<file path="config.mk">
export PLATFORM = sky130hd
export DESIGN_NAME = msr_scan
export DESIGN_NICKNAME = d
export VERILOG_FILES = /design/src/design/msr_pkg.sv /design/src/design/msr_scan.sv
export SDC_FILE = /design/constraint.sdc
export NUM_CORES = 1
export LEC_CHECK = 0
export BUFFER_PORTS_ARGS = -buffer_cell sky130_fd_sc_hd__buf_2
export CORE_ASPECT_RATIO = 0.6
export CORE_UTILIZATION = 59
export CTS_BUF_LIST = sky130_fd_sc_hd__clkbuf_16
export DETAILED_ROUTE_END_ITERATION = 16
export GPL_TIMING_DRIVEN = 1
export PLACE_DENSITY = 0.81
export SYNTH_ARGS = -nofsm -noshare
export SYNTH_HDL_FRONTEND = slang
export SYNTH_SLANG_ARGS = --single-unit
</file>
<file path="constraint.sdc">
create_clock -name i_clk -period 3.4 [get_ports i_clk]
set_input_delay 0.17 -clock i_clk [delete_from_list [all_inputs] [get_ports i_clk]]
set_output_delay 0.17 -clock i_clk [all_outputs]
set_load 0.01 [all_outputs]
</file>
<file path="src/design/msr_pkg.sv">
package msr_pkg;

    localparam int ELEM_W = 16;
    localparam int SUM_W  = 31;
    localparam int DIM_W  = 8;

    localparam logic [DIM_W-1:0] DIM_RESET = 8'd128;

    // most negative 31-bit value, -2^30
    localparam logic signed [SUM_W-1:0] MOST_NEG = {1'b1, {(SUM_W-1){1'b0}}};

    typedef enum logic [2:0] {
        S_LOAD,
        S_LWRITE,
        S_SCAN,
        S_DRAIN,
        S_DONE
    } t_state;

    // one read of the column scan, travelling alongside the memory read
    typedef struct packed {
        logic valid;
        logic first;
        logic use_top;
    } t_scan_ctl;

endpackage

</file>
<file path="src/design/msr_scan.sv">
module msr_scan (
    input  logic                                  i_clk,
    input  logic                                  i_rst_n,
    input  msr_pkg::t_scan_ctl                    i_ctl,
    input  logic signed [msr_pkg::SUM_W-1:0]      i_bot_sum,
    input  logic signed [msr_pkg::SUM_W-1:0]      i_top_sum,
    input  logic                                  i_clear,
    output logic                                  o_busy,
    output logic signed [msr_pkg::SUM_W-1:0]      o_best
);

    logic                               r_col_vld;
    logic                               r_col_first;
    logic signed [msr_pkg::SUM_W-1:0]   r_col;
    logic                               r_run_vld;
    logic signed [msr_pkg::SUM_W-1:0]   r_run;
    logic signed [msr_pkg::SUM_W-1:0]   r_best;

    logic signed [msr_pkg::SUM_W-1:0]   n_col;
    logic signed [msr_pkg::SUM_W-1:0]   n_run;
    logic signed [msr_pkg::SUM_W-1:0]   n_best;

    // column sum between the top and bottom row
    always_comb begin
        if (i_ctl.use_top) begin
            n_col = i_bot_sum - i_top_sum;
        end else begin
            n_col = i_bot_sum;
        end
    end

    // restart the run when it went negative or a new row pair begins
    always_comb begin
        if (r_col_first || r_run < 0) begin
            n_run = r_col;
        end else begin
            n_run = r_run + r_col;
        end
    end

    always_comb begin
        n_best = r_best;
        if (i_clear) begin
            n_best = msr_pkg::MOST_NEG;
        end else if (r_run_vld && r_run > r_best) begin
            n_best = r_run;
        end
    end

    always_ff @(posedge i_clk) begin
        if (!i_rst_n) begin
            r_col_vld   <= 1'b0;
            r_col_first <= 1'b0;
            r_run_vld   <= 1'b0;
            r_best      <= msr_pkg::MOST_NEG;
        end else begin
            r_col_vld   <= i_ctl.valid;
            r_col_first <= i_ctl.first;
            r_run_vld   <= r_col_vld;
            r_best      <= n_best;
        end
    end

    always_ff @(posedge i_clk) begin
        if (i_ctl.valid) begin
            r_col <= n_col;
        end
        if (r_col_vld) begin
            r_run <= n_run;
        end
    end

    assign o_busy = i_ctl.valid | r_col_vld | r_run_vld;
    assign o_best = r_best;

endmodule

</file>
==> flow_summary.ini <==
[logic_synthesis]
async_reset_ff_share_pct = 0
yosysWarnings = 0
synth_flop_cell = edfxtp_1
synth_edf_count = 62
syn_nets = 1012
synth.avg_cell_area_um2 = 9.042
seq_area_frac_synth_pct = 33.04
postSynthCellCount = 851
synthDistinctLibCells = 60
synth_seq_cells = 96
synth_top_cell_by_area = edfxtp_1
syn-cell-area_um2 = 7695
synth_area_leaders = edfxtp_1, ha_1, dfxtp_1
synthDominantCellAreaShare_pct = 24.20

[timing]
worst_pin_slew_ns = 0.9736
fmax_mhz = 329.1
layout_setup_ws_ns = 0.3612
setup_violations = 0
period_needed_ns = 3.039
max_slew_margin_pct = 35.09
finalCritPeriodShare_pct = 89.38
tns_ns = 0
hold_viol = 0
rsz0062_at_grt = false
skew_ns = 0.009006
slew_viol_final = 0

[cts]
cts_setup_buffers = 0
postCtsResizedCells = 0
ctsHoldBuffers = 0
htreeDepth = 3
clk_latency_ns = 0.35
ctsLongestPathBuffers = 2
cts_tree = done
cts_sinks = 96
cts_buffers = 9
clockRootBuffer = clkbuf_16
path_clk_slew_ns = 0.07

[power_and_ir_drop]
cellPowerDensity_nw_per_um2 = 444.9
power_switching_w = 0.001281
vdd_drop_max_mv = 0.2871
p_leak_nw = 4.120
p_sw_share_pct = 33.45
seq_power_share_pct = 38.6
clkPwrFrac_pct = 26.0
power.share.combinational_pct = 35.4
p_int_w = 0.002548

[global_routing]
grt_max_degree = 60
gr-total-overflow = 0
grt_usage_pct = 27.16
antenna_found_initial = 0
grt_first_pass_wirelength_um = 28890
first_global_vias = 5621

[routing]
wl_um = 17410
drc_errors = 0
via_count = 6389
wl_per_cell_um = 15.77
ant_nets = 0
viasPerCell = 5.787
drt_first_pass_iters = 5
drt_iter0_drc = 500

[worst_setup_path]
cp-end-kind = flop
crit_path_start_kind = flop
crit_type = flop to flop
arrival_ns = 3.19
cp_max_fo = 4
worstPathRequired_ns = 3.56

[floorplan]
die_h_um = 90.46
fp.dieW_um = 149.4
pin_count = 100
rows = 31
die_area_um2 = 13520
core-area_um2 = 12370
start_util_pct = 62.19

[final_layout]
syn2layout_area_growth_pct = 11.82
fin_nets = 1095
stdcell_area_um2 = 8605
n_antenna_cell = 0
drive_gt1_share_pct = 17.15

[placement]
dp_slack_ns = 0.4046
port_buffers = 99
gp_congestion = 0.9078
dp_hpwl_um = 13700
postPlaceCellArea_um2 = 8315

[run_status]
status = completed

[min_path]
hp-class = input port to flop

[flow_run]
cap_violations = 0
synthesized netlist by cell type (2+ instances only):
library cell and n:
xnor2_1 30, nor3b_1 2, nand3b_1 3, buf_4 3, nor2_1 61, o21ai_0 41, nand4_1 18, a211oi_1 2
nand3_1 14, nor2b_1 5, nand2b_1 6, ha_1 91, a211o_1 2, nand2_1 77, o21ai_1 10, a21o_2 2
dfxtp_1 34, nor4_1 2, a31o_2 2, clkbuf_1 25, o21a_1 6, mux2_2 23, edfxtp_1 62, and3_1 6
o31ai_4 2, o21bai_1 9, a21oi_1 66, a21o_1 55, and2_1 5, mux2i_1 32, o31ai_1 7, a21oi_2 4
a31oi_1 8, fa_1 2, xor2_1 25, inv_1 79, nor3_1 4, o22ai_1 2, buf_1 2, o21ai_2 2
final cells by class:
type / count / area [µm²]
inverters: 79 / 296.5
clock inverters: 7 / 63.81
clock buffers: 9 / 225.2
well taps: 165 / 206.4
repair buffers: 103 / 538.0
fillers: 986 / 3769
multi-input cells: 645 / 4732
flip-flops and latches: 96 / 2542
placed cells by master, fill, tap and decap left out, types with 9 or more instances in the layout:
cell type	n
a21oi_1	66
mux2_2	23
a21o_1	55
dfxtp_1	34
nand4_1	18
clkbuf_16	9
o21bai_1	9
o21ai_0	41
inv_1	82
nor2_1	61
o21ai_1	10
xnor2_1	30
buf_2	99
nand2_1	77
xor2_1	25
nand3_1	13
edfxtp_1	62
ha_1	91
mux2i_1	32
power by group through the flow:
stage               combinational [W]  sequential, W  clock [W]
floorplan                     0.00104        0.00146          0
global placement              0.00129        0.00149          0
detailed placement            0.00133        0.00150          0
CTS                           0.00134        0.00147    0.00101
global route                  0.00152        0.00149    0.00106
finish                        0.00136        0.00148   0.000994
per-layer routing:
| layer | up-vias | global-route usage [%] | routed length [µm] |
|---|---|---|---|
| met5 | - | 0 | 0 |
| met4 | 0 | 5.357 | 145 |
| met3 | 12 | 5.758 | 1764 |
| met2 | 285 | 32.60 | 6054 |
| met1 | 2880 | 46.67 | 9450 |
| li1 | 3212 | - | - |
worst max-delay path, cell delays in order, from the launching register on:
cell and delay [ns]:
edfxtp_1 0.43, ha_1 0.20, inv_1 0.05, fa_1 0.41
nor2b_1 0.17, o21ai_2 0.08, a21oi_2 0.24, o31ai_4 0.10
a21o_1 0.18, a21oi_1 0.15, o311a_1 0.29, o21ai_1 0.12
and3_1 0.21, o31ai_1 0.23
cell families after synthesis:
logic type | after synthesis | share of synthesized area, %
XOR/XNOR | 55 | 6.260
AO/OA/AOI/OAI | 233 | 19.89
buffers and inverters | 110 | 5.528
flip-flops | 96 | 33.04
multiplexers | 55 | 7.529
AND/OR/NAND/NOR | 209 | 12.44
adder cells (fa/ha/maj) | 93 | 15.32
per-stage QoR:
stage / power (W) / hold WS, ns / cells / util (%)
4_1_cts: 0.003819 / 0.08209 / 1104 / 69.54
5_1_grt: 0.004064 / 0.09102 / 1104 / 69.54
6_report: 0.003829 / 0.08786 / 1104 / 69.54
3_5_place_dp: 0.002824 / 0.4482 / 1088 / 67.21
2_1_floorplan: 0.002495 / 0.2825 / 851 / -
3_3_place_gp: 0.002789 / 0.4358 / 1088 / 67.21
worst paths after layout:
check | slack, ns | cells after the start | end | startpoint
worst max-delay path | 0.36 | 13 | r_run[24] | r_run[0]
worst min-delay path | 0.09 | 2 | r_col_first | i_ctl[1]
worst max register to register | 0.36 | 13 | r_run[24] | r_run[0]
worst min register to register | 0.53 | 2 | o_best[11] | o_best[11]
registers in the layout, indices dropped and copies added, names as in the netlist:
register	count
o_best	31
r_run	31
r_run_vld	1
r_col	31
r_col_vld	1
r_col_first	1
Note: power is estimated with default switching activity, not from simulation.
